File: config.mk
export PLATFORM = sky130hd
export DESIGN_NAME = link_supervisor_watchdog_core
export DESIGN_NICKNAME = d
export VERILOG_FILES = /design/src/sv/lsw_pkg.sv /design/src/sv/link_supervisor_watchdog_core.sv /design/src/sv/lsw_step.sv
export SDC_FILE = /design/constraint.sdc
export NUM_CORES = 1
export LEC_CHECK = 0
export BUFFER_PORTS_ARGS = -buffer_cell sky130_fd_sc_hd__buf_2
export CORE_AREA = 2 2 217 219
export CTS_BUF_LIST = sky130_fd_sc_hd__clkbuf_4 sky130_fd_sc_hd__clkbuf_8 sky130_fd_sc_hd__clkbuf_16
export DETAILED_ROUTE_END_ITERATION = 6
export DIE_AREA = 0 0 219 221
export PLACE_DENSITY = 0.6
export SETUP_SLACK_MARGIN = 0.15
export SYNTH_ARGS = -nofsm -noshare
export SYNTH_HDL_FRONTEND = slang
export SYNTH_SLANG_ARGS = --single-unit
File: constraint.sdc
create_clock -name clock -period 12 [get_ports clock]
set_input_delay 2.4 -clock clock [delete_from_list [all_inputs] [get_ports clock]]
set_output_delay 2.4 -clock clock [all_outputs]
set_load 0.02 [all_outputs]
File: src/sv/lsw_pkg.sv
`timescale 1ns / 1ps

package lsw_pkg;

   // operation codes
   localparam logic OP_TICK       = 1'b0;
   localparam logic OP_HOST_FRAME = 1'b1;

   // register indexes
   localparam int unsigned CSR_INDEX_WIDTH = 2;
   localparam logic [CSR_INDEX_WIDTH-1:0] CSR_HOST_TIMEOUT   = 2'd0;
   localparam logic [CSR_INDEX_WIDTH-1:0] CSR_AI_TIMEOUT     = 2'd1;
   localparam logic [CSR_INDEX_WIDTH-1:0] CSR_RESET_TICK_LIM = 2'd2;

   // register reset values
   localparam logic [31:0] HOST_TIMEOUT_RESET   = 32'd500;
   localparam logic [31:0] AI_TIMEOUT_RESET     = 32'd250;
   localparam logic [31:0] RESET_TICK_LIM_RESET = 32'd1500;

   localparam logic [31:0] COUNT_MAX = 32'hFFFF_FFFF;

   typedef struct packed {
      logic [31:0] host_timeout_ms;
      logic [31:0] ai_timeout_ms;
      logic [31:0] reset_tick_limit;
   } cfg_type;

   typedef struct packed {
      logic        operation;
      logic [31:0] now_ms;
      logic [7:0]  sequence_counter;
      logic        debug_mode;
   } item_type;

   typedef struct packed {
      logic [7:0]  last_sequence;
      logic [31:0] ai_stamp;
      logic [31:0] host_stamp;
      logic        host_up;
      logic        ai_up;
      logic        ai_seen;
      logic [31:0] frame_total;
      logic [31:0] lost_ticks;
   } state_type;

   typedef struct packed {
      logic        host_connected;
      logic        ai_connected;
      logic        ai_ever_connected;
      logic        rx_led_on;
      logic        clear_command;
      logic        stop_request;
      logic        system_reset;
      logic        host_updated;
      logic [31:0] ai_frame_count;
   } result_type;

endpackage

File: src/sv/link_supervisor_watchdog_core.sv
`timescale 1ns / 1ps
// path: a request passes the input register, then one pass of compare/increment
//   logic into the result register; it waits in the input register while rsp_stall holds
// throughput: one item per cycle while the result register is not stalled
// reset: synchronous active high; clears link state, counters and both valid flags
//   and loads the configuration registers with their default values

module link_supervisor_watchdog_core (
   input  logic                                 clock,
   input  logic                                 reset,
   // request channel
   input  logic                                 req_valid,
   output logic                                 req_stall,
   input  logic                                 req_operation,
   input  logic [31:0]                          req_now_ms,
   input  logic [7:0]                           req_sequence_counter,
   input  logic                                 req_debug_mode,
   // response channel
   output logic                                 rsp_valid,
   input  logic                                 rsp_stall,
   output logic                                 rsp_host_connected,
   output logic                                 rsp_ai_connected,
   output logic                                 rsp_ai_ever_connected,
   output logic                                 rsp_rx_led_on,
   output logic                                 rsp_clear_command,
   output logic                                 rsp_stop_request,
   output logic                                 rsp_system_reset,
   output logic                                 rsp_host_updated,
   output logic [31:0]                          rsp_ai_frame_count,
   // configuration port
   input  logic                                 csr_write_enable,
   input  logic [lsw_pkg::CSR_INDEX_WIDTH-1:0]  csr_index,
   input  logic [31:0]                          csr_write_data
);
   import lsw_pkg::*;

   cfg_type    cfg_ff;
   state_type  state_ff;
   state_type  state_in;
   item_type   item_ff;
   logic       item_valid_ff;
   result_type result_ff;
   result_type result_in;
   logic       rsp_valid_ff;
   logic       step_load;
   logic       req_transfer;

   // configuration writes
   always_ff @(posedge clock) begin
      if (reset) begin
         cfg_ff.host_timeout_ms  <= HOST_TIMEOUT_RESET;
         cfg_ff.ai_timeout_ms    <= AI_TIMEOUT_RESET;
         cfg_ff.reset_tick_limit <= RESET_TICK_LIM_RESET;
      end else if (csr_write_enable) begin
         case (csr_index)
            CSR_HOST_TIMEOUT:   cfg_ff.host_timeout_ms  <= csr_write_data;
            CSR_AI_TIMEOUT:     cfg_ff.ai_timeout_ms    <= csr_write_data;
            CSR_RESET_TICK_LIM: cfg_ff.reset_tick_limit <= csr_write_data;
            default: ;
         endcase
      end
   end

   // handshake: the result register moves when empty or taken
   assign step_load    = item_valid_ff && (!rsp_valid_ff || !rsp_stall);
   assign req_stall    = item_valid_ff && !step_load;
   assign req_transfer = req_valid && !req_stall;

   // input register
   always_ff @(posedge clock) begin
      if (reset) begin
         item_valid_ff <= 1'b0;
      end else if (!req_stall) begin
         item_valid_ff <= req_valid;
      end
   end

   always_ff @(posedge clock) begin
      if (req_transfer) begin
         item_ff.operation        <= req_operation;
         item_ff.now_ms           <= req_now_ms;
         item_ff.sequence_counter <= req_sequence_counter;
         item_ff.debug_mode       <= req_debug_mode;
      end
   end

   // supervision step
   lsw_step u_step (
      .state      (state_ff),
      .item       (item_ff),
      .cfg        (cfg_ff),
      .state_next (state_in),
      .result     (result_in)
   );

   // link state
   always_ff @(posedge clock) begin
      if (reset) begin
         state_ff <= '0;
      end else if (step_load) begin
         state_ff <= state_in;
      end
   end

   // result register
   always_ff @(posedge clock) begin
      if (reset) begin
         rsp_valid_ff <= 1'b0;
      end else if (step_load) begin
         rsp_valid_ff <= 1'b1;
      end else if (!rsp_stall) begin
         rsp_valid_ff <= 1'b0;
      end
   end

   always_ff @(posedge clock) begin
      if (step_load) begin
         result_ff <= result_in;
      end
   end

   assign rsp_valid             = rsp_valid_ff;
   assign rsp_host_connected    = result_ff.host_connected;
   assign rsp_ai_connected      = result_ff.ai_connected;
   assign rsp_ai_ever_connected = result_ff.ai_ever_connected;
   assign rsp_rx_led_on         = result_ff.rx_led_on;
   assign rsp_clear_command     = result_ff.clear_command;
   assign rsp_stop_request      = result_ff.stop_request;
   assign rsp_system_reset      = result_ff.system_reset;
   assign rsp_host_updated      = result_ff.host_updated;
   assign rsp_ai_frame_count    = result_ff.ai_frame_count;

   // checks
   a_host_frame_quiet: assert property (@(posedge clock) disable iff (reset)
      rsp_valid_ff && result_ff.host_updated |->
         !result_ff.clear_command && !result_ff.stop_request && !result_ff.system_reset)
      else $error("host frame result carries tick pulses");

   a_ai_implies_seen: assert property (@(posedge clock) disable iff (reset)
      state_ff.ai_up |-> state_ff.ai_seen)
      else $error("ai link up without ever-connected");

   a_state_only_on_step: assert property (@(posedge clock) disable iff (reset)
      !step_load |=> $stable(state_ff))
      else $error("link state changed without a step");

   a_result_matches_state: assert property (@(posedge clock) disable iff (reset)
      step_load |=> result_ff.ai_frame_count == state_ff.frame_total
                    && result_ff.ai_connected == state_ff.ai_up)
      else $error("result out of step with link state");

   a_stale_ai_down: assert property (@(posedge clock) disable iff (reset)
      rsp_valid_ff && result_ff.clear_command |-> !result_ff.ai_connected)
      else $error("clear command while ai link up");

endmodule

File: src/sv/lsw_step.sv
`timescale 1ns / 1ps

module lsw_step (
   input  lsw_pkg::state_type  state,
   input  lsw_pkg::item_type   item,
   input  lsw_pkg::cfg_type    cfg,
   output lsw_pkg::state_type  state_next,
   output lsw_pkg::result_type result
);
   import lsw_pkg::*;

   logic        host_fresh;
   logic        seq_changed;
   logic [31:0] ai_stamp_new;
   logic        ai_fresh;
   logic        ai_seen_new;
   logic        lost_run;
   logic [31:0] lost_inc;
   logic        is_tick;

   assign is_tick = (item.operation == OP_TICK);

   // freshness checks on wrapping time differences
   assign host_fresh   = (item.now_ms - state.host_stamp) < cfg.host_timeout_ms;
   assign seq_changed  = item.sequence_counter != state.last_sequence;
   assign ai_stamp_new = seq_changed ? item.now_ms : state.ai_stamp;
   assign ai_fresh     = (item.now_ms - ai_stamp_new) < cfg.ai_timeout_ms;
   assign ai_seen_new  = state.ai_seen | ai_fresh;

   // lost-host counter, saturating
   assign lost_run = !item.debug_mode && !host_fresh && ai_seen_new;
   assign lost_inc = (state.lost_ticks == COUNT_MAX) ? state.lost_ticks
                                                     : state.lost_ticks + 32'd1;

   // next state
   always_comb begin
      state_next = state;
      if (is_tick) begin
         state_next.host_up = host_fresh;
         // the ai check always decides ai_up, even after a host drop
         state_next.ai_up   = ai_fresh;
         state_next.ai_seen = ai_seen_new;
         if (seq_changed) begin
            state_next.last_sequence = item.sequence_counter;
            state_next.frame_total   = state.frame_total + 32'd1;
            state_next.ai_stamp      = item.now_ms;
         end
         state_next.lost_ticks = lost_run ? lost_inc : 32'd0;
      end else begin
         state_next.host_stamp = item.now_ms;
      end
   end

   // result item
   always_comb begin
      result.host_connected    = state_next.host_up;
      result.ai_connected      = state_next.ai_up;
      result.ai_ever_connected = state_next.ai_seen;
      result.rx_led_on         = state_next.ai_up;
      result.clear_command     = is_tick && !ai_fresh;
      result.stop_request      = is_tick && !ai_fresh;
      result.system_reset      = is_tick && lost_run && (lost_inc > cfg.reset_tick_limit);
      result.host_updated      = !is_tick;
      result.ai_frame_count    = state_next.frame_total;
   end

endmodule
==> results.txt <==
CTS Buffer Depth -> 3
Die Span Y -> 221 µm
Number of synthesized flops with an enable pin -> 80
Max-cap violations -> 0
Initial DRC count -> 950
DR vias/cell -> 5.22
Post-synthesis cell count -> 2131
H-tree lvl count -> 2
RSZ-0062 raised after global routing -> no
Status -> complete, no violations
Routability Congestion -> 0.898
Maximum achievable frequency -> 157 MHz
Reg area -> 7150 µm²
CP dominant cell by count -> a21o_1
Area Growth Syn to Fin -> 13.1%
Top_reg_cell synth -> dfxtp_1
Die area -> 48400 µm²
Global route overflow -> 0
Post-CTS Setup Bufs -> 0
Flops & latches, synth -> 317
Vias in the first global route -> 14500
Setup TNS -> 0 ns
Clock Skew -> 0.0223 ns
Worst setup margin -> 5.63 ns
Critical Path RT -> 12.46 ns
Pre-CTS WS -> 5.75 ns
WS Path Type -> flop to flop
CP bufs+invs -> 2
Antenna violations before repair -> 3
Gates resized, CTS repair -> 0
CTS tree -> yes
Drt first pass iters -> 5
Setup-failing EPs final -> 0
Clock buffer count from CTS -> 38
Multi-input gate area -> 10200 µm²
Root buffer cell -> clkbuf_16
Slew headroom -> 20.3%
Worst vdd ir -> 0.0806 mV
Fill cell count -> 4512
Area contributors post-synth -> dfxtp_1 (26%), edfxtp_1 (13%), ha_1 (11%), nand2_1 (8.5%), a21oi_1 (6.9%)
Final wirelength -> 45.9 mm
CP endpoint kind -> flop
Yosys warning total -> 0
Clock sinks -> 317
CP top delay family -> compound AO/OA/AOI/OAI gates
Post-synth ARST share -> 0%
Estimated wirelength of the detail-placed design -> 33.8 mm
Core Area -> 46100 µm²
Slowest cell on the critical path -> buf_4
Post-synthesis sequential area ratio -> 39.2%
DRT antenna net count -> 0
Hold_buf cts -> 0
Synth unique cells -> 82
GRT Util Overall -> 18.9%
Global-route wire length before repair -> 74.4 mm
Final hold slack -> 0.452 ns
Share of cells above drive strength 1 -> 10.5%
Fin. max-slew vios -> 0
Worst skew pair latency -> 0.56 ns
Yosys top cell by area -> dfxtp_1
Top Ports -> 123
Die width -> 219 µm
Leading cell type in the layout, fill and taps excluded -> nand2_1
Slowest stage delay, CP -> 0.53 ns
DRC violations left -> 0
Fin nets -> 2460
Final Hold Fails -> 0
Mapped Nets -> 2372
Final period util -> 53.1%
Post-Syn Area -> 18200 µm²
Maximum fanout along the worst path -> 38
CP Launch Type -> flop
Hold crit path type -> flop to flop
Clock transition at path regs -> 0.06 ns
Row cnt -> 79
WL per Instance -> 16.1 µm
Arr. time, crit path -> 6.83 ns
Initial Util -> 39.6%
Worst-margin pin slew -> 1.19 ns
P_leak -> 7.95 nW
Largest net degree at the start of global routing -> 92
Post-Syn Area per Cell -> 8.56 µm²
Most frequent cells in the layout -> nand2_1 (414), a21oi_1 (250), dfxtp_1 (237), inv_1 (158), ha_1 (158)
Post-synth top area share -> 26.0%
IO Port Bufs -> 122
Pwr Density -> 134 nW/µm²
Min Tclk post-route -> 6.37 ns
Routed via count -> 14900
[worst reg2reg max path, delay by kind of cell (launching register included)]
family	cells	cell delay, ns
AND/OR/NAND/NOR	5	1.01
AO/OA/AOI/OAI	13	2.75
adder cells (fa/ha/maj)	2	0.60
flip-flops	1	0.40
multiplexers	1	0.32
buffers and inverters	2	0.88
XOR/XNOR	2	0.33
[layer usage]
metal  routed length [µm]  GRT usage [%]  vias up
met5                    0              0        -
met4                 1160           5.80        0
met2                21200           31.3      320
met1                21500           25.1     6920
li1                     -              -     7591
met3                 2040           3.24       70
[worst paths after layout]
path                     start           end  slack [ns]  depth (start not counted)
setup / recovery    item_ff[2]   state_ff[4]        5.63                         25
hold / removal    state_ff[82]  state_ff[82]        0.45                          2
setup reg to reg    item_ff[2]   state_ff[4]        5.63                         25
hold reg to reg   state_ff[82]  state_ff[82]        0.45                          2
[power breakdown]
| group | switching, mW | internal, mW | total, mW |
|---|---|---|---|
| logic | 0.269 | 0.179 | 0.449 |
| clock network | 0.464 | 0.690 | 1.15 |
| registers | 0.0247 | 1.13 | 1.16 |
| total | 0.758 | 2.00 | 2.76 |
[layout make-up]
type / instances / area share (%)
inverters: 159 / 2.89
repair buffers: 134 / 3.43
diodes: 3 / 0.0364
well taps: 607 / 3.68
clock inverters: 22 / 1.12
clock buffers: 46 / 4.90
multi-input cells: 1569 / 49.3
flip-flops and latches: 317 / 34.7
[sequential cells by signal, indices dropped and copies added, names as in the netlist]
signal,cells
rsp_system_reset,1
item_valid_ff,1
rsp_ai_frame_count,32
item_ff,42
cfg_ff,96
rsp_valid,1
rsp_stop_request,1
rsp_host_updated,1
state_ff,139
rsp_host_connected,1
rsp_rx_led_on,1
rsp_ai_ever_connected,1
[metrics by stage]
stage               std cells  util [%]  power (mW)  instance area, µm²
floorplan                2131         -        1.50               18200
global placement         2786      42.1        1.61               19400
detailed placement       2786      42.1        1.63               19400
CTS                      2854      44.8        2.80               20600
global route             2857      44.8        2.90               20600
finish                   2857      44.8        2.76               20600
[cell usage after synthesis, types with 4 or more instances]
cell type / count
a211o_1: 15
a211oi_1: 6
a21o_1: 63
a21oi_1: 250
a31oi_1: 5
a32o_1: 19
and2_1: 9
and3_1: 15
and4_1: 14
buf_1: 10
buf_4: 4
clkbuf_1: 66
dfxtp_1: 237
edfxtp_1: 80
ha_1: 158
inv_1: 159
mux2i_1: 29
nand2_1: 414
nand2b_1: 9
nand3_1: 38
nand3b_1: 8
nand4_1: 43
nor2_1: 97
nor2b_1: 12
nor3_1: 19
nor4_1: 10
o211ai_1: 6
o21a_1: 17
o21ai_0: 50
o21ai_1: 14
o21bai_1: 9
o22ai_1: 8
o31ai_1: 4
or2_2: 4
or3_1: 20
xnor2_1: 88
xor2_1: 52
[cell families after synthesis]
| kind of cell | count (synthesis) | share of synthesized area, % |
|---|---|---|
| xor gates and xnor gates | 140 | 6.72 |
| adders and majority gates | 160 | 11.1 |
| AOI/OAI and AO/OA | 501 | 17.4 |
| buffers and inverters | 245 | 5.27 |
| DFF | 317 | 39.2 |
| and+or+nand+nor | 738 | 18.7 |
| muxes | 30 | 1.65 |
Note: power is estimated with default switching activity, not from simulation.
